**src/rtl/core/bbd_pkg.sv**
```systemverilog
// shared constants, codes and types of the bilinear bayer demosaic core
package bbd_pkg;

  localparam int MAX_LINE_PIXELS = 4096;
  localparam int MAX_FRAME_LINES = 4096;
  localparam int COL_W           = $clog2(MAX_LINE_PIXELS);
  localparam int OUT_ROW_W       = 12;
  localparam int IN_ROW_W        = 13;
  localparam int DIM_W           = 13;
  localparam int PIX_W           = 8;
  localparam int CFG_IDX_W       = 2;
  localparam int FIFO_DEPTH      = 4;
  localparam int FIFO_PTR_W      = $clog2(FIFO_DEPTH);
  localparam int FIFO_CNT_W      = FIFO_PTR_W + 1;

  localparam logic [DIM_W-1:0] DEF_FRAME_WIDTH  = 13'd640;
  localparam logic [DIM_W-1:0] DEF_FRAME_HEIGHT = 13'd480;

  typedef enum logic [CFG_IDX_W-1:0] {
    REG_FRAME_WIDTH   = 2'd0,
    REG_FRAME_HEIGHT  = 2'd1,
    REG_BAYER_PATTERN = 2'd2
  } cfg_reg_t;

  typedef enum logic [1:0] {
    PAT_GRBG = 2'd0,
    PAT_RGGB = 2'd1,
    PAT_BGGR = 2'd2,
    PAT_GBRG = 2'd3
  } bayer_pat_t;

  typedef struct packed {
    logic emit;
    logic eof;
    logic inner;
    logic green_site;
    logic red_row;
  } pix_ctl_t;

  typedef struct packed {
    logic             eof;
    logic [PIX_W-1:0] blue;
    logic [PIX_W-1:0] green;
    logic [PIX_W-1:0] red;
  } rgb_item_t;

endpackage

```
**src/rtl/core/bbd_out_fifo.sv**
```systemverilog
// small output queue decoupling the pipeline from the downstream handshake
module bbd_out_fifo (
  input  logic                             clk,
  input  logic                             rst,
  input  logic                             push,
  input  bbd_pkg::rgb_item_t               push_item,
  input  logic                             pop,
  output logic                             not_empty,
  output bbd_pkg::rgb_item_t               head_item,
  output logic [bbd_pkg::FIFO_CNT_W-1:0]   count
);
  import bbd_pkg::*;

  rgb_item_t             entries [FIFO_DEPTH];
  logic [FIFO_PTR_W-1:0] wr_ptr;
  logic [FIFO_PTR_W-1:0] rd_ptr;

  always_ff @(posedge clk) begin
    if (push) begin
      entries[wr_ptr] <= push_item;
    end
  end

  always_ff @(posedge clk) begin
    if (rst) begin
      wr_ptr <= '0;
      rd_ptr <= '0;
      count  <= '0;
    end else begin
      if (push) begin
        wr_ptr <= wr_ptr + FIFO_PTR_W'(1);
      end
      if (pop) begin
        rd_ptr <= rd_ptr + FIFO_PTR_W'(1);
      end
      if (push && !pop) begin
        count <= count + FIFO_CNT_W'(1);
      end else if (pop && !push) begin
        count <= count - FIFO_CNT_W'(1);
      end
    end
  end

  assign not_empty = (count != '0);
  assign head_item = entries[rd_ptr];

endmodule

```
**config.mk**
```make
export PLATFORM = sky130hd
export DESIGN_NAME = bbd_out_fifo
export DESIGN_NICKNAME = d
export VERILOG_FILES = /design/src/rtl/core/bbd_pkg.sv /design/src/rtl/core/bbd_out_fifo.sv
export SDC_FILE = /design/constraint.sdc
export NUM_CORES = 1
export LEC_CHECK = 0
export ABC_AREA = 1
export BUFFER_PORTS_ARGS = -buffer_cell sky130_fd_sc_hd__buf_2
export CAP_MARGIN = 20
export CORE_UTILIZATION = 51
export DETAILED_ROUTE_END_ITERATION = 6
export PLACE_DENSITY = 0.79
export SLEW_MARGIN = 40
export SYNTH_ARGS = -nofsm -noshare
export SYNTH_HDL_FRONTEND = slang
export SYNTH_SLANG_ARGS = --single-unit
```
**constraint.sdc**
```tcl
create_clock -name clk -period 1.5 [get_ports clk]
set_clock_uncertainty 0.15 [all_clocks]
set_input_delay 0.15 -clock clk [delete_from_list [all_inputs] [get_ports clk]]
set_output_delay 0.15 -clock clk [all_outputs]
set_load 0.01 [all_outputs]
```
; Word level (Yosys, flattened, before mapping)
; Memory sizes are Yosys's and may differ from the RTL's. A register that Yosys moved wholly into a read port is not among the register bits.
; Cells that the tools add are included.
[op_classes]
addsub = 4
muxes = 6
n_reduce_logical = 6
[op_table]
columns = cell, n
row1 = 3-bit two-way mux, 2
row2 = 2-bit by 1-bit adder with 2-bit output (second input constant), 2
row3 = 2-bit two-way mux, 2
row4 = 3-bit by 1-bit adder with 3-bit output (second input constant), 1
row5 = 3-bit nonzero test, 1
row6 = 3-bit by 1-bit subtractor with 3-bit output (second input constant), 1
row7 = 1-bit logical AND, 2
row8 = 1-bit zero test, 2
row9 = 1-bit two-way mux, 2
row10 = 2-bit nonzero test, 1
[word_totals]
ff_bits = 7
mem_bits_rw = 100
input_bits = 29
mem_count = 1
[memory_table]
columns = memory, depth, word_bits, rd, rd_ports_with_merged_regs, wr, line
row1 = entries, 4, 25, 1, 1, 1, bbd_out_fifo.sv:14  ; rgb_item_t entries [FIFO_DEPTH];

; Logic depth before layout (Yosys ltp)
; Gate-level depths: netlist of run 1.
[depth]
ltp_word = 4
depth_mapped = 10
mapped_depth_nobuf = 10

; Least setup slack after synthesis of run 1
; Ideal clock, no wire load.
[synth_timing]
kind = reg2reg
startpoint = register wr_ptr[0]
endpoint = memory entries[2][0] (netlist bit), enable pin
setup_time_ps = 380
arrival_time_ps = 1089
setup_slack_ps = -118
path_stages_with_launch = 5
n_path_buf = 0
synth_period_minus_slack_ps = 1618
path_cell_list = dfxtp_1 inv_1 ha_1 nand2_1 inv_1
[synth_rtl]
columns = item, line
row1 = from (decl), bbd_out_fifo.sv:15  ; logic [FIFO_PTR_W-1:0] wr_ptr;
row2 = from (signal assigned), bbd_out_fifo.sv:31  ; wr_ptr <= wr_ptr + FIFO_PTR_W'(1);
row3 = to (decl), bbd_out_fifo.sv:14
; No word-level cell before the write port.

==> results of run 1 <==
cell type report:
class	instances	area, um^2	area share
Timing Repair Buffer	109	925	0.169
Tap cell	102	128	0.0233
Sequential cell	109	3190	0.582
Clock inverter	5	52.6	0.00959
Multi-Input combinational cell	159	965	0.176
Clock buffer	10	128	0.0233
Inverter	18	92.6	0.0169
power by group:
part           internal (mW)  switching [mW]  total, mW
logic                  0.403           0.494      0.897
clock network          0.756           0.905       1.66
registers               3.46          0.0603       3.52
path summary, 6_finish.rpt:
kind             start              to  cells past startpoint
min reg2reg  rd_ptr[1]        register                      1
max reg2reg  wr_ptr[1]  entries[1][24]                      5
max           register   head_item[14]                      5
min                pop       rd_ptr[0]                      4
sequential cells by signal (all words and copies together), names as in the netlist, named ones only:
name and cells:
entries 100, count 3, wr_ptr 2, rd_ptr 2
cell families (layout without fill, tap and decap cells):
family          after synthesis  after routing  share of synthesized area
compound gates               85             85                      0.126
simple gates                 68             68                     0.0608
fa+ha+maj                     6              6                     0.0194
flops                       109            109                      0.748
buf+inv                      33            142                     0.0458
worst min-delay path, delay by kind of cell:
family,cells,cell delay (ns)
buf+inv,2,0.22
simple gates,2,0.12
metal layers:
metal | GRT usage | routed length, um | up-vias | part of all wire
li1 | - | - | 1309 | -
met4 | 0.0846 | 77 | 0 | 0.0087
met2 | 0.369 | 4660 | 82 | 0.53
met1 | 0.260 | 3690 | 1371 | 0.42
met5 | 0 | 0 | - | 0
met3 | 0.0463 | 381 | 6 | 0.043
cell usage after synthesis (4+ instances only):
| cell type | instances | area, um^2 |
|---|---|---|
| inv_1 | 16 | 60.1 |
| buf_6 | 6 | 67.6 |
| ha_1 | 5 | 62.6 |
| edfxtp_1 | 100 | 3000 |
| buf_4 | 5 | 37.5 |
| o21ai_1 | 25 | 125 |
| o22ai_1 | 24 | 150 |
| dfxtp_1 | 9 | 180 |
| buf_2 | 4 | 20.0 |
| nor2_1 | 56 | 210 |
| nand2_1 | 10 | 37.5 |
| a21oi_1 | 4 | 20.0 |
| o21ai_2 | 20 | 175 |
| o21ai_0 | 11 | 55.1 |
repair_timing:
item                                    CTS  global route
hold endpoints to repair                106             0
hold buffers                             27             0
cloned                                    2             2
pin swaps                                 3            14
gates resized for setup                  17            13
buffers inserted                          0             1
endpoints found under the setup margin   25            25
==> flow_summary.json, run 1 <==
{
  "cts-htree-levels": 3,
  "holdWs_ns": 0.0303,
  "syn_inst": 301,
  "rows": 32,
  "mappedNetlistNets": 336,
  "synth_cell_type_count": 20,
  "arrival_ns": 1.48,
  "core-area_um2": 7890,
  "insertedDiodeCount": 0,
  "worstSetupPathType": "reg -> out",
  "synth_warnings": 0,
  "timing.final.max_slew_violations": 0,
  "run_status": "finished, violations left",
  "cts_tree": "yes",
  "synth_seq_cells": 109,
  "grt_max_degree": 31,
  "fin_crit_ns": 1.78,
  "grt_pass1_vias": 2747,
  "placed_area_um2": 4820,
  "synth.avg_cell_area_um2": 14.1,
  "die_area_um2": 8720,
  "finish.utilization": 0.695,
  "fin_area_um2": 5480,
  "ys.flop_type": "edfxtp_1",
  "syn2layout_area_growth_pct": 28.7,
  "dp_hpwl_um": 4930,
  "worst_path_max_delay_cell": "dfxtp_4",
  "gp_congestion": 0.747,
  "critPathLaunchType": "register",
  "fillers": 530,
  "vdd_drop_max_uv": 489,
  "powerDensity_nw_per_um2": 1110,
  "hold_class": "in -> reg",
  "layout_commonest_cell": "edfxtp_1",
  "layout_common_cells": "100 x edfxtp_1, 57 x buf_2, 46 x nor2_1, 27 x dlygate4sd3_1, 26 x o21ai_2",
  "synth-edff-count": 100,
  "antenna_found_initial": 0,
  "max_freq_ghz": 0.561,
  "period_share": 1.19,
  "antenna_left": 0,
  "power_mw": 6.08,
  "instances_no_fill": 512,
  "setup_violations": 25,
  "dp_cells": 465,
  "dpl_worst_slack_ns": -0.0263,
  "clock_latency_ns": 0.35,
  "async_flop_share": 0,
  "drive_gt1_frac": 0.368,
  "layout.nets": 441,
  "violations": "setup timing",
  "synth_area_um2": 4260,
  "portBuffers": 57,
  "wire_per_inst_um": 17.2,
  "vias": 2768,
  "finalHoldViolations": 0,
  "ioPinCount": 58,
  "maxSlewHeadroom": 0.829,
  "dieWidth_um": 93.4,
  "rsz0062_at_grt": "yes",
  "start_util": 0.540,
  "end_kind": "primary output",
  "wirelength_um": 8810,
  "grt_pass1_wl_um": 13500,
  "worstPathMaxFanout": 13,
  "setup_ws_ns": -0.283,
  "crit_chain": "inv_8 -> buf_12 -> o21ai_1 -> o22ai_2 -> buf_2",
  "clkTransAtPathRegs_ns": 0.09,
  "cts_root_buf": "clkbuf_8",
  "drtPass1Iterations": 4,
  "drc": 0,
  "track_usage": 0.213,
  "synth_seq_area_share": 0.748,
  "cts_sinks": 109,
  "drtIter0Drc": 191,
  "numCtsBuffers": 9,
  "leakage_nw": 2.02,
  "dieHeight_um": 93.4,
  "max_stage_delay_ns": 0.45,
  "cp.required_ns": 1.20,
  "cts.path.max_buffers": 2,
  "vias_per_cell": 5.41,
  "cp_top_family": "flip-flops",
  "cp_num_buf_inv": 3,
  "overflow": 0,
  "worstMarginPinSlew_ns": 0.254,
  "finalSetupTns_ns": -5.24,
  "cap_violations": 0,
  "r2r_slack_ns": 0.09
}
No activity file was read; power rests on OpenSTA's default activity.
==> run 2, diff against run 1 <==
--- a/config.mk
+++ b/config.mk
@@ -8,9 +8,9 @@
 export ABC_AREA = 1
 export BUFFER_PORTS_ARGS = -buffer_cell sky130_fd_sc_hd__buf_2
 export CAP_MARGIN = 20
-export CORE_UTILIZATION = 51
+export CORE_UTILIZATION = 35
 export DETAILED_ROUTE_END_ITERATION = 6
-export PLACE_DENSITY = 0.79
+export PLACE_DENSITY = 0.59
 export SLEW_MARGIN = 40
 export SYNTH_ARGS = -nofsm -noshare
 export SYNTH_HDL_FRONTEND = slang
==> run 2 against run 1 <==
The flow finishes with violations (DRC, setup timing). Via count decreased by 3.5%. Final area rose by 4.0%. First-iteration DRC count decreased by 36%. Clock power grew 42%. Flip-flop and latch count unchanged.
==> flow_summary.json, run 2 (synthesis results as in run 1) <==
{
  "worstMarginPinSlew_ns": 0.234,
  "cts.path.max_buffers": 2,
  "arrival_ns": 1.42,
  "cts-htree-levels": 3,
  "worst_path_max_delay_cell": "dfxtp_4",
  "ioPinCount": 58,
  "portBuffers": 57,
  "violations": "DRC, setup timing",
  "antenna_found_initial": 0,
  "max_stage_delay_ns": 0.41,
  "layout_commonest_cell": "edfxtp_1",
  "combPwrFrac": 0.132,
  "max_freq_ghz": 0.580,
  "worstPathMaxFanout": 16,
  "wirelength_um": 8400,
  "dp_hpwl_um": 5320,
  "clkTransAtPathRegs_ns": 0.07,
  "layout_common_cells": "100 x edfxtp_1, 57 x buf_2, 46 x nor2_1, 29 x o21ai_2, 27 x dlygate4sd3_1",
  "finalHoldViolations": 0,
  "critPathLaunchType": "register",
  "vias": 2672,
  "cts_tree": "yes",
  "syn2layout_area_growth_pct": 33.8,
  "internal-power_mw": 5.18,
  "setup_violations": 25,
  "dieHeight_um": 112,
  "hold_class": "in -> reg",
  "gp_congestion": 0.732,
  "r2r_slack_ns": 0.12,
  "layout.nets": 443,
  "setup_ws_ns": -0.223,
  "largest_reg_flops": 100,
  "finalSetupTns_ns": -4.27,
  "drtPass1Iterations": 6,
  "top_register": "entries",
  "drtIter0Drc": 122,
  "dieWidth_um": 112,
  "core-area_um2": 11600,
  "drive_gt1_frac": 0.387,
  "cts_root_buf": "clkbuf_16",
  "antenna_left": 0,
  "run_status": "finished, violations left",
  "start_util": 0.367,
  "insertedDiodeCount": 0,
  "rsz0062_at_grt": "yes",
  "timing.final.max_slew_violations": 0,
  "end_kind": "primary output",
  "vdd_drop_max_uv": 643,
  "crit_chain": "inv_8 -> buf_12 -> nor2_1 -> o22ai_1 -> buf_2",
  "cap_violations": 0,
  "maxSlewHeadroom": 0.843,
  "vias_per_cell": 4.81,
  "grt_max_degree": 26,
  "instances_no_fill": 556,
  "fin_crit_ns": 1.72,
  "reg_top3": "entries (100), count (3)",
  "seq_power_share": 0.520,
  "die_area_um2": 12600,
  "numCtsBuffers": 9,
  "cts_sinks": 109,
  "period_share": 1.15,
  "powerDensity_nw_per_um2": 1190,
  "grt_pass1_wl_um": 13600,
  "dp_cells": 506,
  "swShare": 0.234,
  "p_clk_frac": 0.347,
  "track_usage": 0.142,
  "worstSetupPathType": "reg -> out",
  "switchingPower_mw": 1.58,
  "clock_latency_ns": 0.34,
  "drc": 3,
  "cp.required_ns": 1.20,
  "overflow": 0,
  "leakage_nw": 2.08,
  "wire_per_inst_um": 15.1,
  "grt_pass1_vias": 2652,
  "rows": 39
}
-- run 2: cell count changes in the layout (fill, tap and decap cells not counted), sizes merged --
| cell | change |
|---|---|
| buf | +2 |
| inv | +1 |
-- run 2: layer usage --
| metal | GRT usage | vias up | share of wire | wire length, um |
|---|---|---|---|---|
| met1 | 0.185 | 1302 | 0.46 | 3880 |
| met2 | 0.233 | 45 | 0.49 | 4090 |
| met4 | 0.0400 | 0 | 0.011 | 95 |
| li1 | - | 1316 | - | - |
| met3 | 0.0389 | 9 | 0.039 | 331 |
| met5 | 0 | - | 0 | 0 |
-- run 2: power by group through the flow --
stage / Clock [mW] / Sequential (mW) / Combinational, mW
floorplan: 0 / 3.57 / 0.427
global placement: 0 / 3.57 / 0.753
detailed placement: 0 / 3.58 / 0.767
CTS: 2.41 / 3.51 / 0.848
global route: 2.54 / 3.53 / 0.981
finish: 2.35 / 3.52 / 0.894
-- run 2: worst max-delay path, delay by kind of cell (launching register included) --
family | cells | cell delay [ns]
DFF | 1 | 0.41
and+or+nand+nor | 1 | 0.05
AOI/OAI and AO/OA | 1 | 0.19
buffers and inverters | 3 | 0.43
-- run 2: area by class of cell --
type | count | area (um^2)
Clock inverter | 6 | 72.6
Fill cell | 1037 | 5920
Inverter | 18 | 95.1
Tap cell | 143 | 179
Clock buffer | 10 | 229
Multi-Input combinational cell | 159 | 990
Sequential cell | 109 | 3190
Timing Repair Buffer | 111 | 938
-- run 2: per-stage QoR --
stage                     hold WS, ns  power (mW)  area, um^2  utilization  setup slack (ns)
final                          0.0542        6.76        5700        0.490            -0.223
after global routing           0.0701        7.05        5700        0.490            -0.288
after floorplan                0.0989        4.00        4280            -           0.00106
after detailed placement        0.220        4.34        4880        0.421           -0.0395
after CTS                      0.0367        6.77        5540        0.477            -0.240
after global placement          0.211        4.33        4880        0.421            0.0461
-- run 2: final timing paths --
check,cells after the start,start,endpoint
max reg2reg,7,count[0],count[2]
max,5,register,head_item[1]
min reg2reg,1,rd_ptr[1],register
min,3,push,count[0]
-- run 2: what timing repair did --
action	CTS	global route
pin swaps	4	10
resized for setup	16	34
setup buffers	4	2
endpoints found under the hold margin	104	0
hold buffers	27	0
gates cloned	0	1
setup endpoints to repair	25	25
