[config.mk]
export PLATFORM = sky130hd
export DESIGN_NAME = bbd_interp
export DESIGN_NICKNAME = d
export VERILOG_FILES = /design/src/rtl/core/bbd_pkg.sv /design/src/rtl/core/bbd_interp.sv
export SDC_FILE = /design/constraint.sdc
export NUM_CORES = 1
export LEC_CHECK = 0
export BUFFER_PORTS_ARGS = -buffer_cell sky130_fd_sc_hd__buf_4
export CAP_MARGIN = 5
export CORE_MARGIN = 8
export CORE_UTILIZATION = 50
export CTS_BUF_LIST = sky130_fd_sc_hd__clkbuf_4 sky130_fd_sc_hd__clkbuf_8
export DETAILED_ROUTE_END_ITERATION = 10
export PLACE_DENSITY = 0.84
export SYNTH_ARGS = -nofsm -noshare
export SYNTH_HDL_FRONTEND = slang
export SYNTH_SLANG_ARGS = --single-unit
[constraint.sdc]
create_clock -name clk -period 3.62 [get_ports clk]
set_input_delay 0.724 -clock clk [delete_from_list [all_inputs] [get_ports clk]]
set_output_delay 0.724 -clock clk [all_outputs]
set_load 0.01 [all_outputs]
[src/rtl/core/bbd_pkg.sv]
// shared constants, codes and types of the bilinear bayer demosaic core
package bbd_pkg;

  localparam int MAX_LINE_PIXELS = 4096;
  localparam int MAX_FRAME_LINES = 4096;
  localparam int COL_W           = $clog2(MAX_LINE_PIXELS);
  localparam int OUT_ROW_W       = 12;
  localparam int IN_ROW_W        = 13;
  localparam int DIM_W           = 13;
  localparam int PIX_W           = 8;
  localparam int CFG_IDX_W       = 2;
  localparam int FIFO_DEPTH      = 4;
  localparam int FIFO_PTR_W      = $clog2(FIFO_DEPTH);
  localparam int FIFO_CNT_W      = FIFO_PTR_W + 1;

  localparam logic [DIM_W-1:0] DEF_FRAME_WIDTH  = 13'd640;
  localparam logic [DIM_W-1:0] DEF_FRAME_HEIGHT = 13'd480;

  typedef enum logic [CFG_IDX_W-1:0] {
    REG_FRAME_WIDTH   = 2'd0,
    REG_FRAME_HEIGHT  = 2'd1,
    REG_BAYER_PATTERN = 2'd2
  } cfg_reg_t;

  typedef enum logic [1:0] {
    PAT_GRBG = 2'd0,
    PAT_RGGB = 2'd1,
    PAT_BGGR = 2'd2,
    PAT_GBRG = 2'd3
  } bayer_pat_t;

  typedef struct packed {
    logic emit;
    logic eof;
    logic inner;
    logic green_site;
    logic red_row;
  } pix_ctl_t;

  typedef struct packed {
    logic             eof;
    logic [PIX_W-1:0] blue;
    logic [PIX_W-1:0] green;
    logic [PIX_W-1:0] red;
  } rgb_item_t;

endpackage

[src/rtl/core/bbd_interp.sv]
// 3x3 window and bilinear color interpolation
module bbd_interp (
  input  logic                        clk,
  input  logic                        rst,
  input  logic                        s1_valid,
  input  logic [bbd_pkg::PIX_W-1:0]   s1_top,
  input  logic [bbd_pkg::PIX_W-1:0]   s1_mid,
  input  logic [bbd_pkg::PIX_W-1:0]   s1_px,
  input  bbd_pkg::pix_ctl_t           s1_ctl,
  output logic                        push,
  output bbd_pkg::rgb_item_t          item
);
  import bbd_pkg::*;

  logic [PIX_W-1:0] win [9];
  logic             s2_valid;
  pix_ctl_t         s2_ctl;
  logic [PIX_W+1:0] cross_sum;
  logic [PIX_W+1:0] diag_sum;
  logic [PIX_W:0]   horiz_sum;
  logic [PIX_W:0]   vert_sum;
  logic [PIX_W-1:0] cross_avg;
  logic [PIX_W-1:0] diag_avg;
  logic [PIX_W-1:0] horiz_avg;
  logic [PIX_W-1:0] vert_avg;

  always_ff @(posedge clk) begin
    if (rst) begin
      for (int i = 0; i < 9; i++) begin
        win[i] <= '0;
      end
    end else if (s1_valid) begin
      for (int r = 0; r < 3; r++) begin
        win[3*r]   <= win[3*r+1];
        win[3*r+1] <= win[3*r+2];
      end
      win[2] <= s1_top;
      win[5] <= s1_mid;
      win[8] <= s1_px;
    end
  end

  always_ff @(posedge clk) begin
    if (rst) begin
      s2_valid <= 1'b0;
    end else begin
      s2_valid <= s1_valid && s1_ctl.emit;
    end
  end

  always_ff @(posedge clk) begin
    if (s1_valid) begin
      s2_ctl <= s1_ctl;
    end
  end

  always_comb begin
    cross_sum = (PIX_W+2)'(win[1]) + (PIX_W+2)'(win[3]) + (PIX_W+2)'(win[5])
                + (PIX_W+2)'(win[7]);
    diag_sum  = (PIX_W+2)'(win[0]) + (PIX_W+2)'(win[2]) + (PIX_W+2)'(win[6])
                + (PIX_W+2)'(win[8]);
    horiz_sum = (PIX_W+1)'(win[3]) + (PIX_W+1)'(win[5]);
    vert_sum  = (PIX_W+1)'(win[1]) + (PIX_W+1)'(win[7]);
    cross_avg = cross_sum[PIX_W+1:2];
    diag_avg  = diag_sum[PIX_W+1:2];
    horiz_avg = horiz_sum[PIX_W:1];
    vert_avg  = vert_sum[PIX_W:1];

    item.eof   = s2_ctl.eof;
    item.red   = '0;
    item.green = '0;
    item.blue  = '0;
    if (s2_ctl.inner) begin
      if (s2_ctl.green_site) begin
        item.green = win[4];
        item.red   = s2_ctl.red_row ? horiz_avg : vert_avg;
        item.blue  = s2_ctl.red_row ? vert_avg : horiz_avg;
      end else if (s2_ctl.red_row) begin
        item.red   = win[4];
        item.green = cross_avg;
        item.blue  = diag_avg;
      end else begin
        item.blue  = win[4];
        item.green = cross_avg;
        item.red   = diag_avg;
      end
    end
  end

  assign push = s2_valid;

endmodule

# Word level (Yosys, flattened, before mapping)
# Memories as Yosys holds them, arrays and structs flattened.
# Index checks and enable logic that the tools add are counted.
# Widths: inputs -> output; s select.
# totals
regBits,5
ram_bits,72
in_bits,32
output_inout_bits,26
word_cells,43
memories,1
# mem_list
memory,depth,width,read_ports,rd_ports_with_merged_regs,write_ports,line_no,rtl
win,9,8,9,0,9,bbd_interp.sv:15,logic [PIX_W-1:0] win [9];
# classes
addsub,8
mux,19
bitwise,9
n_reduce_logical,1
# op_table
op,n
$mux 8,11
$mux 24,3
$add 8x8->9,4
$add 10x8->10,2
$add 9x8->10,2
$or 1x1->1,9
$mux 1,5
$logic_and 1x1->1,1

# Logic depth before layout (Yosys ltp)
# Gate-level depths: netlist of the first run.
# logic_depth
word_depth,6
depth_mapped,13
depth_no_buf,13

# Least setup slack after synthesis of the first run
# OpenSTA, ideal clock, no wires.
# synth_timing
kind,register -> output
startpoint,memory win[2][2] (netlist: win[0][18])
endpoint,output port item[22] (netlist bit)
arrival_time_ps,3048
slack_ps,-152
stages_incl_launch_ff,12
n_path_buf,0
path_cell_list,edfxtp_1 -> inv_1 -> fa_1 -> fa_1 -> inv_1 -> ha_1 -> and4b_1 -> o31a_1 -> o21ai_0 -> xnor2_1 -> nor3_1 -> nor4_1
# synth_lines
item,line_no,rtl
start: declaration,bbd_interp.sv:15,
end: declaration,bbd_interp.sv:11,output bbd_pkg::rgb_item_t item

==> impl_results.md, run 1 <==
- Status: finished with violations
- Violated checks: setup timing
- Top Ports: 58
- Hold endpoint: item[24]
- Synth area leaders: edfxtp_1 (41%), fa_1 (12%), and2_1 (9.5%)
- Final Hold Violating Endpoints: 0
- Period utilization: 1.16
- R2R setup slack: roughly 2.7 ns
- XOR/XNOR Fraction of Synth Area: 0.0221
- Die Height: approximately 120 um
- Avg Cell Area, Syn: 10.5 um2
- Relative slew slack: 0.413
- Arrival @ worst endpoint: between 3 and 4 ns
- Number of buffers created by CTS: 9
- Worst-Skew Late Latency: 0.36 ns
- H-tree depth: 3
- Worst setup margin: -0.586 ns
- Yosys reg bits: 77
- Core Region: between 10,000 and 15,000 um2
- Worst hold stages: 1
- TritonCTS clock tree: done
- Most frequent cells in the layout: inv_1 (93), buf_4 (81), and2_1 (80)
- Synthesized netlist cell count: about 530
- Rows: 38
- Asr flop ratio synth: 0
- Multiplexer share of the synthesized area: 0.0271
- Synth Area in Adders: 0.186
- WS Path Type: flop to output port
- Global-route wire length before repair: around 21 mm
- Commonest non-fill, non-tap cell in the layout: inv_1
- RSZ-0062 raised after global routing: yes
- Port bufs: 57
- Routed length per instance: around 17 um
- Fillers: 845
- Req. time, crit path: around 2.9 ns
- Hold slack final: approximately 0.54 ns
- Die X: 121 um
- Synth Cell Area: about 5500 um2
- Placed Cells incl. Taps: 739
- RD Place Congestion: roughly 0.86
- Largest net degree at the start of global routing: 41
- Drt drc: 0
- Largest family of logic cells by synthesized area: adder cells
- Clock skew: about 0.011 ns
- Synth warnings: 0
- Vias per cell: about 5.4
- Max VDD drop: around 220 uV
- Core Util, Final: 0.630
- Worst-Margin Slew: 0.881 ns
- Worst reg-to-reg path cell count: 2
- Most frequent CP cell: fa_2
- Synth top area share: 0.412
- Number of flops mapped to enable cells by yosys: 76
- Cell Pwr Density: 449 nW/um2
- Total grt overflow: 0
- Net Count, Synth: 622
- Total Power: between 3 and 4 mW
- TritonRoute pass-1 iters: 5
- Total Die Area: ~15,000 um2
- Vias after detailed routing: about 4,100
- WL final: roughly 13 mm
- CTS Sinks: 77
- Initial Util: 0.511
- Minimum clock period: 4.21 ns
- Nets: between 700 and 800
- Final HPWL DP: 9.30 mm
- Max Cap Viol: 0
- P&R area growth vs syn: 23.3%
- Fraction of the yosys area taken by sequential cells: 0.416
- HP Start: s1_ctl[3]
- Iteration-0 DRC Markers: approximately 280
- Worst r2r src: win[0][9]
- Yosys top cell by area: edfxtp_1
- Fmax: about 240 MHz
- Hold Crit Class: primary input to flop
- Crit. Startpoint: win[0][1]
- Compound-Gate Fraction of Synth Area: 0.105
- Critical Path Start Type: flop
- Clock-pin slew on the worst setup and hold paths: 0.08 ns
- GR Util All Layers: 0.179
- RR Endpoint: win[0][1]
- Slew Limit Fails: 0
- Crit-path slowest cell: fa_1
- Post-synth cell types: 51
- Share of layout cells above drive strength 1: 0.271
- Initial antenna violation count: 0
- # setup viols final: 23
- CP endpoint kind: output port
- Non-filler cells, final: between 700 and 800
- Clock Path Buffers: 2
- Vias in the first global route: 4,295
- N_diodes: 0
- CP cell instances: inv_2 -> fa_1 -> inv_1 -> fa_2 -> nand2_2 -> nor2_2 -> fa_2 -> a211oi_2 -> o21bai_1 -> a21oi_2 -> xnor2_2 -> a22oi_2 -> mux2i_1 -> buf_4
- Antenna-violating nets left: 0
- Simple-gate area share of the yosys netlist: 0.161
- CP peak stage delay: between 0.5 and 0.6 ns
- CTS Root Cell: clkbuf_8
- Static Leakage: between 3 and 4 nW
- CP Max Fanout: 2
- Hold-fix buffers, CTS: 0
- Top_reg_cell synth: edfxtp_1
- Worst Setup Slack post-DPL: -0.418 ns
[synth_stat cells, types with 7 or more instances]
| cell type | count |
|---|---|
| xnor2_1 | 9 |
| ha_1 | 28 |
| nor3_1 | 8 |
| fa_1 | 34 |
| clkbuf_1 | 13 |
| o21ai_0 | 24 |
| nand2_1 | 22 |
| a21boi_0 | 7 |
| edfxtp_1 | 76 |
| inv_1 | 102 |
| a21oi_1 | 14 |
| and2_1 | 84 |
| nor2_1 | 18 |
[sequential cells by signal, indices dropped and copies added, names as in the netlist]
name	cells
win	72
s2_ctl	3
item	1
push	1
[worst max path at each step]
stage / depth (start not counted) / slack (ns) / endpoint
final: 14 / -0.59 / item[21]
after floorplan: 11 / -0.003 / item[22]
after detailed placement: 12 / -0.42 / item[20]
after global placement: 12 / -0.33 / item[20]
after global routing: 13 / -0.75 / item[14]
after CTS: 12 / -0.58 / item[22]
[logic make-up after synthesis]
group,count (synthesis)
AOI/OAI and AO/OA,87
xor gates and xnor gates,14
adders and majority gates,62
buffers and inverters,121
DFF,77
muxes,10
and+or+nand+nor,157
[cell type report]
type | instances | area (um2) | area share
flip-flops and latches | 77 | 2300 | 0.337
multi-input cells | 330 | 3000 | 0.440
repair buffers | 95 | 774 | 0.113
well taps | 140 | 175 | 0.0256
inverters | 102 | 383 | 0.0560
clock inverters | 6 | 62.6 | 0.00916
clock buffers | 10 | 131 | 0.0192
[per-layer routing]
metal  vias up  wire [um]  track usage
met1      1996       5420        0.218
li1       1937          -            -
met2       138       6290        0.302
met4         0        203       0.0694
met3        16        892       0.0423
met5         -          0            0
[critical path: cells and delay by family (launching register included)]
kind	cells	cell delay (ns)
compound gates	4	0.82
flops	1	0.35
xor+xnor	1	0.09
fa+ha+maj	3	1.36
mux	1	0.12
simple gates	2	0.13
buf+inv	3	0.26
[per-stage QoR]
step	setup TNS, ns	area (um2)
global route	-13.34	6830
floorplan	-0.00310	5560
global placement	-2.64	6350
finish	-9.93	6830
detailed placement	-4.02	6350
CTS	-10.03	6770
[what timing repair did]
| action | 4_1_cts | 5_1_grt |
|---|---|---|
| endpoints found under the setup margin | 24 | 24 |
| resized for setup | 60 | 16 |
| pin swaps | 35 | 23 |
| gates cloned | 0 | 0 |
| hold endpoints to repair | 0 | 0 |
| setup buffers | 5 | 2 |
[power by group]
part	internal, mW	switching, mW	total, mW
registers	1.05	0.0534	1.10
clock network	0.325	0.326	0.651
logic	0.649	0.667	1.32
total	2.02	1.05	3.07
No activity file was read; power rests on OpenSTA's default activity.
==> run 2, diff against run 1 <==
CELL_PAD_IN_SITES_DETAIL_PLACEMENT = 1   (was not set)
CELL_PAD_IN_SITES_GLOBAL_PLACEMENT = 2   (was not set)
CORE_UTILIZATION = 36   (was 50)
PLACE_DENSITY = 0.9   (was 0.84)
==> run 2 against run 1 <==
  * The flow still finishes with violations (setup timing)
  * Fmax is 0.48% lower
  * Clock power is 10% lower
  * Clock skew grew 0.0044 ns
  * Global-route usage decreased by 3.0 points
  * Flip-flop and latch count unchanged
  * Core utilization shrank 17 points
  * Hold slack hardly changed
  * Critical endpoint is now item[20]
  * Highest routed layer unchanged
==> impl_results.md, run 2 (synthesized netlist as in run 1, its figures left out) <==
- Status: finished with violations
- Violated checks: setup timing
- Worst hold stages: 1
- CP endpoint kind: output port
- Non-filler cells, final: about 800
- Largest net degree at the start of global routing: 74
- Worst reg-to-reg path cell count: 3
- Cell Pwr Density: roughly 430 nW/um2
- Core Region: about 15,000 um2
- Initial Util: 0.366
- Commonest non-fill, non-tap cell in the layout: buf_4
- Worst r2r src: win[0][10]
- Slew Limit Fails: 0
- Die X: approximately 140 um
- Max Cap Viol: 0
- R2R setup slack: 2.54 ns
- CTS Sinks: 77
- RSZ-0062 raised after global routing: yes
- Nets: between 700 and 800
- P&R area growth vs syn: 25.6%
- Total Die Area: between 15,000 and 20,000 um2
- Req. time, crit path: ~2.9 ns
- Most frequent cells in the layout: buf_4 (94), inv_1 (92), and2_1 (80)
- Vias after detailed routing: between 4,000 and 5,000
- Initial antenna violation count: 0
- Clock Path Buffers: 2
- Final HPWL DP: about 11 mm
- TritonRoute pass-1 iters: 4
- Top flop regs: win x72, s2_ctl x3
- Rows: 45
- Iteration-0 DRC Markers: around 190
- Total Power: between 3 and 4 mW
- Placed Cells incl. Taps: ~800
- Critical Path Start Type: flop
- Hold endpoint: s2_ctl[1]
- GR Util All Layers: 0.149
- RD Place Congestion: 0.808
- HP Start: s1_ctl[1]
- Routed length per instance: 17.5 um
- Global-route wire length before repair: 23.0 mm
- CP cell instances: inv_2 -> fa_1 -> fa_1 -> inv_2 -> ha_4 -> and4b_1 -> o31a_1 -> o211a_1 -> nor3_2 -> buf_4 -> o21ai_2 -> a22o_1 -> buf_6
- H-tree depth: 3
- Worst-Skew Late Latency: 0.37 ns
- RR Endpoint: win[0][2]
- Period utilization: 1.17
- Port bufs: 57
- Max FFs per register: 72
- Worst-Margin Slew: 0.764 ns
- Minimum clock period: ~4.2 ns
- Final Hold Violating Endpoints: 0
- Hold Crit Class: primary input to flop
- WS Path Type: flop to output port
- Hold slack final: about 0.54 ns
- CTS Root Cell: clkbuf_8
- Vias in the first global route: roughly 4,600
- Largest register by flop count: win
- Static Leakage: 3.11 nW
- Share of layout cells above drive strength 1: 0.282
- Die Height: roughly 140 um
- CP peak stage delay: between 0.5 and 0.6 ns
- Worst setup margin: -0.606 ns
- Max VDD drop: approximately 230 uV
- Total grt overflow: 0
- Crit-path slowest cell: fa_1
- Clock skew: 0.0154 ns
- N_diodes: 0
- Drt drc: 0
- Top Ports: 58
- Relative slew slack: 0.491
- # setup viols final: 24
- Vias per cell: ~5
- Arrival @ worst endpoint: approximately 3.5 ns
- Clock-pin slew on the worst setup and hold paths: 0.07 ns
- Number of buffers created by CTS: 9
- Core Util, Final: 0.459
- Fmax: 237 MHz
- Antenna-violating nets left: 0
- WL final: between 10 and 15 mm
- CP Max Fanout: 4
- TritonCTS clock tree: done
==> run 2: cell type report <==
| type | count | area, um2 |
|---|---|---|
| clock inverter | 3 | 12.5 |
| timing repair buffer | 109 | 883 |
| multi-input combinational | 330 | 2990 |
| fill | 1644 | 8190 |
| inverter | 102 | 383 |
| tap | 188 | 235 |
| clock buffer | 13 | 154 |
| sequential | 77 | 2300 |
==> run 2: how the worst max path moves through the flow <==
stage / startpoint / to / slack [ns] / cells past startpoint
floorplan: win[0][18] / item[22] / -0.003 / 11
global placement: win[0][1] / item[21] / -0.28 / 14
detailed placement: win[0][18] / item[20] / -0.36 / 13
CTS: win[0][2] / item[22] / -0.63 / 12
global route: win[0][19] / item[22] / -0.74 / 12
finish: win[0][2] / item[20] / -0.61 / 13
==> run 2: critical path, delay by kind of cell, from the launching register on <==
| kind | cells | cell delay (ns) |
|---|---|---|
| adder cells (fa/ha/maj) | 3 | 1.19 |
| flip-flops | 1 | 0.37 |
| buffers and inverters | 4 | 0.44 |
| AO/OA/AOI/OAI | 4 | 0.84 |
| AND/OR/NAND/NOR | 2 | 0.31 |
==> run 2: repair_timing <==
action	in CTS	in global routing
hold buffers	0	0
setup endpoints to repair	24	24
gates resized for setup	67	9
setup buffers	8	7
pin swaps	48	19
==> run 2: report_power, final <==
part,internal [mW],switching (mW)
Clock,0.275,0.311
Sequential,1.05,0.0477
Combinational,0.663,0.674
==> run 2: metal layers <==
metal | GRT usage | vias to the layer above | routed length (um)
li1 | - | 1953 | -
met3 | 0.0364 | 13 | 715
met2 | 0.270 | 73 | 7380
met5 | 0 | - | 0
met1 | 0.171 | 2026 | 6130
met4 | 0.0446 | 0 | 197
==> run 2: through the flow <==
step / setup WS, ns / area [um2] / TNS (ns)
after floorplan: -0.00310 / 5560 / -0.00310
after global placement: -0.278 / 6480 / -3.01
after detailed placement: -0.362 / 6480 / -4.65
after CTS: -0.630 / 6900 / -10.67
after global routing: -0.738 / 6960 / -14.15
final: -0.606 / 6960 / -10.52
