### config.mk
export PLATFORM = sky130hd
export DESIGN_NAME = bbd_pos_ctrl
export DESIGN_NICKNAME = d
export VERILOG_FILES = /design/src/rtl/core/bbd_pkg.sv /design/src/rtl/core/bbd_pos_ctrl.sv
export SDC_FILE = /design/constraint.sdc
export NUM_CORES = 1
export LEC_CHECK = 0
export BUFFER_PORTS_ARGS = -buffer_cell sky130_fd_sc_hd__buf_2
export CAP_MARGIN = 5
export CELL_PAD_IN_SITES_DETAIL_PLACEMENT = 1
export CELL_PAD_IN_SITES_GLOBAL_PLACEMENT = 1
export CORE_ASPECT_RATIO = 1.75
export CORE_MARGIN = 3
export CORE_UTILIZATION = 50
export CTS_BUF_LIST = sky130_fd_sc_hd__clkbuf_8
export DETAILED_ROUTE_END_ITERATION = 10
export PLACE_DENSITY_LB_ADDON = 0.1
export RECOVER_POWER = 25
export SYNTH_ARGS = -nofsm -noshare
export SYNTH_HDL_FRONTEND = slang
export SYNTH_SLANG_ARGS = --single-unit
### constraint.sdc
create_clock -name clk -period 5.6 [get_ports clk]
set_input_delay 0.56 -clock clk [delete_from_list [all_inputs] [get_ports clk]]
set_output_delay 0.56 -clock clk [all_outputs]
set_load 0.02 [all_outputs]
### src/rtl/core/bbd_pkg.sv
// shared constants, codes and types of the bilinear bayer demosaic core
package bbd_pkg;

  localparam int MAX_LINE_PIXELS = 4096;
  localparam int MAX_FRAME_LINES = 4096;
  localparam int COL_W           = $clog2(MAX_LINE_PIXELS);
  localparam int OUT_ROW_W       = 12;
  localparam int IN_ROW_W        = 13;
  localparam int DIM_W           = 13;
  localparam int PIX_W           = 8;
  localparam int CFG_IDX_W       = 2;
  localparam int FIFO_DEPTH      = 4;
  localparam int FIFO_PTR_W      = $clog2(FIFO_DEPTH);
  localparam int FIFO_CNT_W      = FIFO_PTR_W + 1;

  localparam logic [DIM_W-1:0] DEF_FRAME_WIDTH  = 13'd640;
  localparam logic [DIM_W-1:0] DEF_FRAME_HEIGHT = 13'd480;

  typedef enum logic [CFG_IDX_W-1:0] {
    REG_FRAME_WIDTH   = 2'd0,
    REG_FRAME_HEIGHT  = 2'd1,
    REG_BAYER_PATTERN = 2'd2
  } cfg_reg_t;

  typedef enum logic [1:0] {
    PAT_GRBG = 2'd0,
    PAT_RGGB = 2'd1,
    PAT_BGGR = 2'd2,
    PAT_GBRG = 2'd3
  } bayer_pat_t;

  typedef struct packed {
    logic emit;
    logic eof;
    logic inner;
    logic green_site;
    logic red_row;
  } pix_ctl_t;

  typedef struct packed {
    logic             eof;
    logic [PIX_W-1:0] blue;
    logic [PIX_W-1:0] green;
    logic [PIX_W-1:0] red;
  } rgb_item_t;

endpackage

### src/rtl/core/bbd_pos_ctrl.sv
// configuration registers and raster position counters of the demosaic core
module bbd_pos_ctrl (
  input  logic                            clk,
  input  logic                            rst,
  input  logic                            cfg_we,
  input  logic [bbd_pkg::CFG_IDX_W-1:0]   cfg_index,
  input  logic [bbd_pkg::DIM_W-1:0]       cfg_data,
  input  logic                            accept,
  output logic [bbd_pkg::COL_W-1:0]       col,
  output bbd_pkg::pix_ctl_t               ctl
);
  import bbd_pkg::*;

  logic [DIM_W-1:0]     frame_width;
  logic [DIM_W-1:0]     frame_height;
  bayer_pat_t           bayer_pattern;
  logic [DIM_W-1:0]     w_eff;
  logic [DIM_W-1:0]     h_eff;
  logic [COL_W-1:0]     in_col;
  logic [IN_ROW_W-1:0]  in_row;
  logic [COL_W-1:0]     out_col;
  logic [OUT_ROW_W-1:0] out_row;
  logic [DIM_W-1:0]     in_col_inc;
  logic [DIM_W-1:0]     out_col_inc;
  logic [DIM_W-1:0]     out_col_ext;
  logic [DIM_W-1:0]     out_row_ext;
  logic                 xo;
  logic                 yo;

  always_comb begin
    if (frame_width == '0) begin
      w_eff = DIM_W'(1);
    end else if (frame_width > DIM_W'(MAX_LINE_PIXELS)) begin
      w_eff = DIM_W'(MAX_LINE_PIXELS);
    end else begin
      w_eff = frame_width;
    end
    if (frame_height == '0) begin
      h_eff = DIM_W'(1);
    end else if (frame_height > DIM_W'(MAX_FRAME_LINES)) begin
      h_eff = DIM_W'(MAX_FRAME_LINES);
    end else begin
      h_eff = frame_height;
    end
  end

  assign in_col_inc  = {{(DIM_W-COL_W){1'b0}}, in_col} + DIM_W'(1);
  assign out_col_ext = {{(DIM_W-COL_W){1'b0}}, out_col};
  assign out_row_ext = {{(DIM_W-OUT_ROW_W){1'b0}}, out_row};
  assign out_col_inc = out_col_ext + DIM_W'(1);
  assign xo          = out_col[0];
  assign yo          = out_row[0];
  assign col         = in_col;

  always_comb begin
    ctl.emit  = (in_row >= IN_ROW_W'(2)) || ((in_row == IN_ROW_W'(1)) && (in_col != '0));
    ctl.eof   = ctl.emit && (out_row_ext == h_eff - DIM_W'(1))
                && (out_col_ext == w_eff - DIM_W'(1));
    ctl.inner = (out_col != '0) && (out_row != '0)
                && (out_col_ext != w_eff - DIM_W'(1))
                && (out_row_ext != h_eff - DIM_W'(1));
    case (bayer_pattern) inside
      PAT_GRBG, PAT_GBRG: ctl.green_site = (xo == yo);
      default:            ctl.green_site = (xo != yo);
    endcase
    case (bayer_pattern) inside
      PAT_GRBG, PAT_RGGB: ctl.red_row = !yo;
      default:            ctl.red_row = yo;
    endcase
  end

  always_ff @(posedge clk) begin
    if (rst) begin
      frame_width   <= DEF_FRAME_WIDTH;
      frame_height  <= DEF_FRAME_HEIGHT;
      bayer_pattern <= PAT_GRBG;
      in_col        <= '0;
      in_row        <= '0;
      out_col       <= '0;
      out_row       <= '0;
    end else if (cfg_we) begin
      unique case (cfg_index)
        REG_FRAME_WIDTH: begin
          frame_width <= cfg_data;
          in_col      <= '0;
          in_row      <= '0;
          out_col     <= '0;
          out_row     <= '0;
        end
        REG_FRAME_HEIGHT: begin
          frame_height <= cfg_data;
          in_col       <= '0;
          in_row       <= '0;
          out_col      <= '0;
          out_row      <= '0;
        end
        REG_BAYER_PATTERN: begin
          bayer_pattern <= bayer_pat_t'(cfg_data[1:0]);
          in_col        <= '0;
          in_row        <= '0;
          out_col       <= '0;
          out_row       <= '0;
        end
        default: begin
        end
      endcase
    end else if (accept) begin
      if (ctl.eof) begin
        in_col  <= '0;
        in_row  <= '0;
        out_col <= '0;
        out_row <= '0;
      end else begin
        if (in_col_inc >= w_eff) begin
          in_col <= '0;
          in_row <= in_row + IN_ROW_W'(1);
        end else begin
          in_col <= in_col_inc[COL_W-1:0];
        end
        if (ctl.emit) begin
          if (out_col_inc >= w_eff) begin
            out_col <= '0;
            out_row <= out_row + OUT_ROW_W'(1);
          end else begin
            out_col <= out_col_inc[COL_W-1:0];
          end
        end
      end
    end
  end

endmodule

# == Word-level counts from Yosys, hierarchy flattened ==
# Cells that the tools add are included.
# word_totals
reg_bits,77
in_bits,19
# classes
n_addsub,6
magnitude_cmp,5
eq_ne,12
muxes,26
n_reduce_logical,29
# ops
cell,n
$mux W12,15
$mux W13,9
$reduce_bool A12 Y1,3
$add A12 B1 Y13 const B,2
$eq A12 B13 Y1,2
$ge A13 B13 Y1,2
$gt A13 B13 Y1 const B,2
$logic_not A13 Y1,2
$ne A12 B13 Y1,2
$sub A13 B1 Y13 const B,2
$add A13 B1 Y13 const B,1
$eq A13 B1 Y1 const B,1
$ge A13 B2 Y1 const B,1
$add A12 B1 Y12 const B,1
$reduce_bool A3 Y1,3
$reduce_and A2 Y1,4
$logic_and A1 B1 Y1,6
$reduce_and A3 Y1,2
$eq A2 B1 Y1 const B,2
$eq A2 B2 Y1 const B,2
$logic_not A2 Y1,2
$reduce_and A4 Y1,1
$reduce_or A2 Y1,2
$reduce_or A3 Y1,1
7 further kinds,8

# == Longest topological paths before layout ==
# Gate-level depths: netlist of run 1.
# logic_depth
ltp_word,10
ltp_mapped,18

# == Worst setup path after synthesis of run 1 ==
# Ideal clock, no wire load.
# synth_path
path_kind,flip-flop to output port
from,reg frame_height[12]
to,out ctl[3] (netlist name)
arrival_ns,3.228
required_ns,5.040
slack_ns,1.812
stages_incl_launch_ff,14
cell_sequence,dfxtp_1 > clkbuf_1 > buf_2 > buf_2 > or2_2 > ha_1 > clkbuf_1 > clkbuf_1 > nand4_1 > o2111ai_1 > o2111ai_1 > or3b_1 > nor4_4 > and2_1
# synth_rtl
item,line_no,source
start: declaration,bbd_pos_ctrl.sv:15,logic [DIM_W-1:0] frame_height;
start signal: assignment,bbd_pos_ctrl.sv:91,frame_height <= cfg_data;
end: declaration,bbd_pos_ctrl.sv:10,output bbd_pkg::pix_ctl_t ctl

==> impl_metrics.ini, run 1 <==
[drt]
wl_met2_um = 10100
ant_nets = 0
wl_per_cell_um = 20.6
wirelength_um = 18500
drc_errors = 0
dr.max_layer_used = met4
viasPerCell = 6.45
vias = 5795
drtIter0Drc = 199
m1WireLength_um = 7140
routed-wl-met3_um = 478
firstDrtPassIters = 4

[logic_synthesis]
synth_area_leader_cell = dfxtp_1
ys_types = 79
synth.most_common_cell = nand2_1
postSynth.asyncResetShare_pct = 0
synthCells = 760
synthTopCellsByCount = nand2_1, dfxtp_1, a21oi_1, nor2_1, ha_1
yosys_warnings = 0
synth_top_area_share_pct = 26.1
postSynthAreaPerCell_um2 = 7.77
ys.flop_type = dfxtp_1
syn_area_um2 = 5900
synth-edff-count = 0
synth_seq_cells = 77
ys_seq_area_share_pct = 26.1
synth_fp_nets = 816
ys_top_cells_by_area = dfxtp_1, ha_1, nand2_1

[setup_path]
critical_path.slowest_cell = nor4_4
start_kind = flip-flop
crit_top_cell = nor4_4
slowest_delay_ps = 630
path_max_fanout = 20
crit_type = reg2out
arrival_ps = 4550
required_ps = 5040
worstPathCellList = nor4_4, a41oi_1, or2_2, ha_1, nor2b_1, a311o_1, a31o_1, o2111ai_1, or3b_1, nor4_4, and2_1, buf_2
end_kind = output port

[clock_tree]
cts_tree = built
cts-root-buf = clkbuf_8
hold_buffers = 0
cts.clk_slew.worst_paths_ps = 90
htree_num_levels = 3
cts_sinks = 77
cts_buffers = 9
clock_latency_ps = 370
clockBufferDepth = 2

[grt]
grt_pass1_vias = 5942
gr-usage-all-layers_pct = 29.0
grt_pass1_wl_um = 30200
grt_max_degree = 39
overflow = 0
antenna_found_initial = 0

[sta]
fmaxAchievable_mhz = 196
worst_pin_slew_ps = 1640
drv_slew = 39
setup_viol = 0
tns_ps = 0
slew_headroom_pct = -9.18
finalCriticalPeriod_ps = 5110
fin_crit_sh_pct = 91.2
grt_setup_unrepaired = no
final_hold_viol_count = 0
skew_ps = 12.7

[floorplan]
rows = 51
die-area_um2 = 13200
fp.dieH_um = 150
io_pins = 36
coreArea_um2 = 11400
start_util_pct = 52.0
die_x_um = 88.1

[hold_path]
min_path_type = in2reg

[power_and_ir_drop]
power.share.clock_pct = 35.9
ir_drop_v = 0.000110
p_per_area_nw_per_um2 = 193
p_int_mw = 0.836
leakage_nw = 2.42
seq_power_share_pct = 48.1
power.switching_mw = 0.372
p_comb_share_pct = 16.0
p_sw_share_pct = 30.8

[placed_design]
place.gp.congestion = 0.945
postPlaceCellArea_um2 = 6040
portBuffers = 35
dpl.hpwl_um = 14200

[final_layout]
fin_nets = 817
ff_latch_area_um2 = 1540
drive_gt1_share_pct = 9.14
design_area_um2 = 6250
n_antenna_cell = 0
multi_input_area_um2 = 4040
areaGrowthSynthToFinish_pct = 5.85
postLayoutCoreUtil_pct = 55.0
nFillCells = 1468

[flow_run]
drv_cap = 1

[status]
status = finished, violations left
violations = max-capacitance violations, max-slew violations
## worst paths after layout
path                                     start                           end  slack [ps]  depth (start not counted)
setup / recovery  frame_height[2]$_SDFFE_PP0P_                        ctl[3]         490                         12
hold / removal                     cfg_data[8]  frame_height[8]$_SDFFE_PP1P_         430                          2
setup reg to reg  frame_height[2]$_SDFFE_PP0P_       out_row[9]$_SDFFE_PP0P_         850                         13
hold reg to reg    frame_width[0]$_SDFFE_PP0P_   frame_width[0]$_SDFFE_PP0P_         500                          2
## power by group through the flow
stage	sequential (mW)	clock (mW)	combinational (mW)
global route	0.583	0.458	0.214
CTS	0.580	0.439	0.192
finish	0.581	0.433	0.194
detailed placement	0.593	0	0.190
global placement	0.592	0	0.181
floorplan	0.581	0	0.143
## kinds of logic after synthesis
group           count (synthesis)  share of synthesized area [%]
fa+ha+maj                      37                           7.84
xor+xnor                       58                           8.73
buf+inv                        78                           5.53
compound gates                167                           19.9
flops                          77                           26.1
mux                             8                           1.38
simple gates                  335                           30.4
## worst max-delay path, delay by kind of cell (launching register included)
kind	cells	cell delay [ps]
and+or+nand+nor	6	2320
adders and majority gates	1	430
buffers and inverters	1	160
AOI/OAI and AO/OA	4	810
DFF	1	460
## stage by stage
stage	power [mW]	worst slack [ps]	hold WS [ps]	instances
global route	1.26	138	432	898
detailed placement	0.782	698	493	881
CTS	1.21	235	419	897
finish	1.21	495	433	898
global placement	0.772	824	485	881
floorplan	0.725	1810	459	760
## repair_timing
action / 4_1_cts / 5_1_grt
resized for setup: 0 / 1
setup endpoints to repair: 0 / 1
setup buffers: 0 / 0
## layout make-up
class	instances	share of cell area, %
multi-input cells	605	64.7
inverters	30	1.80
well taps	132	2.64
repair buffers	38	3.08
flip-flops and latches	77	24.7
clock buffers	9	1.98
clock inverters	7	1.10
## registers in the layout, indices dropped and copies added (netlist names)
register,count
frame_width,13
bayer_pattern,2
frame_height,13
out_col,12
out_row,12
in_row,13
col,12
## cells in the final DEF (no fill, tap or decap), types with 5 or more instances in the layout
cell type	n
a311o_1	5
buf_2	31
a32o_1	12
clkbuf_8	9
o21ai_0	21
nor2b_1	13
xnor2_1	28
nand4_1	13
nand2_1	104
nand3_1	26
a21o_1	5
o21a_1	7
dfxtp_1	77
a31oi_1	5
o31ai_1	7
or3_1	16
mux2i_1	7
or2_2	5
nor4_1	15
nand2b_1	8
o2111ai_1	6
nor2_1	53
xor2_1	29
and3_1	19
nor3_1	13
inv_1	32
ha_1	37
a211oi_1	5
nand3b_1	8
a21oi_1	54
or4_1	9
## metal layers
metal / track usage (%) / vias to the layer above
met5: 0 / -
met4: 12.9 / 0
met3: 3.86 / 48
met2: 54.8 / 107
met1: 30.8 / 2872
li1: - / 2768
(Power assumes the default switching activity.)
==> inputs of run 2 (changes only) <==
- CELL_PAD_IN_SITES_DETAIL_PLACEMENT: 1 -> default
- CELL_PAD_IN_SITES_GLOBAL_PLACEMENT: 1 -> default
- PLACE_DENSITY: default -> 0.68
- PLACE_DENSITY_LB_ADDON: 0.1 -> default
- RECOVER_POWER: 25 -> 100
==> run 2 against run 1 <==
Net effect: the flow now finishes without violations; maximum frequency rose by 3.1%; non-clock buffer count fell by 1; highest routed layer unchanged; via count fell by 2.6%; combinational power fell by 7%; register-to-register slack got worse by 150 ps; sequential share of layout area rose by 0.17 points; sequential power barely moved; hold slack improved by 3.0 ps; setup slack improved by 150 ps; critical endpoint unchanged; sequential cell count did not move.
==> impl_metrics.ini, run 2 (synthesized netlist as in run 1, its figures left out) <==
[setup_path]
r2r_cells = 13
worstPathCellList = nor4_4, a41oi_1, or2_2, ha_1, nor2b_1, a311o_1, a31o_1, o2111ai_1, or3b_1, nor4_4, and2_0, buf_2
slowest_delay_ps = 610
path_max_fanout = 20
crit_type = reg2out
start_kind = flip-flop
r2r_slack_ps = 700
path_buf_inv = 1
arrival_ps = 4390
cp_top_family = simple AND/OR/NAND/NOR gates
critical_path.slowest_cell = nor4_4
required_ps = 5040
regToRegStartpoint = frame_width[12]$_SDFFE_PP0P_
r2r-end = col[10]$_SDFFE_PP0P_
end_kind = output port
crit_top_cell = nor4_4

[placed_design]
place.gp.congestion = 0.912
dpl.hpwl_um = 12100
dp_cells = 881
place_ws_ps = 685
portBuffers = 35
postPlaceCellArea_um2 = 6040

[clock_tree]
clockBufferDepth = 2
cts_sinks = 77
cts_tree = built
clock_latency_ps = 360
cts-root-buf = clkbuf_8
cts.clk_slew.worst_paths_ps = 80
cts_buffers = 9
htree_num_levels = 3

[grt]
gr-usage-all-layers_pct = 24.4
overflow = 0
grt_pass1_vias = 5295
grt_pass1_wl_um = 25700
antenna_found_initial = 0
grt_max_degree = 39

[power_and_ir_drop]
p_int_mw = 0.854
seq_power_share_pct = 48.0
fin_total_pwr_mw = 1.21
p_comb_share_pct = 14.9
leakage_nw = 2.35
p_sw_share_pct = 29.3
ir_drop_v = 0.000105
power.share.clock_pct = 37.0
p_per_area_nw_per_um2 = 195
power.switching_mw = 0.354

[sta]
tns_ps = 0
skew_ps = 10.5
fmaxAchievable_mhz = 202
setup_viol = 0
worst_pin_slew_ps = 1180
finalCriticalPeriod_ps = 4950
grt_setup_unrepaired = no
hold-worst-slack_ps = 436
worst_slack_ps = 649
slew_headroom_pct = 20.8
fin_crit_sh_pct = 88.4
drv_slew = 0
final_hold_viol_count = 0

[final_layout]
final_cells = 896
areaGrowthSynthToFinish_pct = 5.13
n_antenna_cell = 0
design_area_um2 = 6200
drive_gt1_share_pct = 6.81
postLayoutCoreUtil_pct = 54.6
largestRegisters = frame_height x13, frame_width x13, in_row x13
fin_nets = 816
final_cell_mix = nand2_1, dfxtp_1, a21oi_1, nor2_1, ha_1
final_common_cell = nand2_1

[floorplan]
coreArea_um2 = 11400
fp.dieH_um = 150
start_util_pct = 52.0
io_pins = 36
die-area_um2 = 13200
rows = 51
die_x_um = 88.1

[drt]
vias = 5644
viasPerCell = 6.30
drc_errors = 0
drtIter0Drc = 256
wl_per_cell_um = 17.7
firstDrtPassIters = 4
wirelength_um = 15900
ant_nets = 0

[hold_path]
hold_depth = 2
whs_endpoint = frame_height[8]$_SDFFE_PP1P_
min_path_type = in2reg
hold_path_startpoint = cfg_data[8]

[status]
status = completed

[flow_run]
drv_cap = 0
run 2: how the worst max path moves through the flow:
| stage | start | end | slack, ps | depth (start not counted) |
|---|---|---|---|---|
| floorplan | frame_height[12]$_SDFFE_PP0P_ | ctl[3] | 1810 | 13 |
| global placement | frame_height[2]$_SDFFE_PP0P_ | ctl[3] | 780 | 12 |
| detailed placement | frame_height[2]$_SDFFE_PP0P_ | ctl[3] | 690 | 12 |
| CTS | frame_height[2]$_SDFFE_PP0P_ | ctl[3] | 280 | 12 |
| global route | frame_height[2]$_SDFFE_PP0P_ | out_row[9]$_SDFFE_PP0P_ | 220 | 13 |
| finish | frame_height[2]$_SDFFE_PP0P_ | ctl[3] | 650 | 12 |
run 2: area by class of cell:
cell class | instances | area (um2)
flip-flops and latches | 77 | 1540
repair buffers | 37 | 165
fillers | 1127 | 5150
inverters | 30 | 113
clock buffers | 11 | 151
multi-input cells | 605 | 4020
well taps | 132 | 165
clock inverters | 4 | 48.8
run 2: repair_timing:
item	CTS	global route
endpoints found under the setup margin	0	1
endpoints found under the hold margin	0	0
resized for setup	0	1
hold buffers	0	0
setup buffers	0	0
run 2: worst reg2reg max path: cells and delay by family, from the launching register on:
family | cells | cell delay, ps
buffers and inverters | 3 | 610
AND/OR/NAND/NOR | 5 | 1600
flip-flops | 1 | 670
adder cells (fa/ha/maj) | 1 | 330
AO/OA/AOI/OAI | 4 | 1640
run 2: power by group through the flow:
stage	registers, mW	clock network (mW)	logic (mW)
floorplan	0.581	0	0.143
global placement	0.592	0	0.177
detailed placement	0.593	0	0.182
CTS	0.580	0.452	0.183
global route	0.583	0.472	0.199
finish	0.581	0.447	0.181
run 2: routing by layer:
metal,vias to the layer above,share of wire [%],global-route usage (%)
met1,2687,40,28.6
li1,2757,-,-
met4,0,3.3,10.2
met3,45,3.6,3.03
met2,155,53,43.6
met5,-,0,0
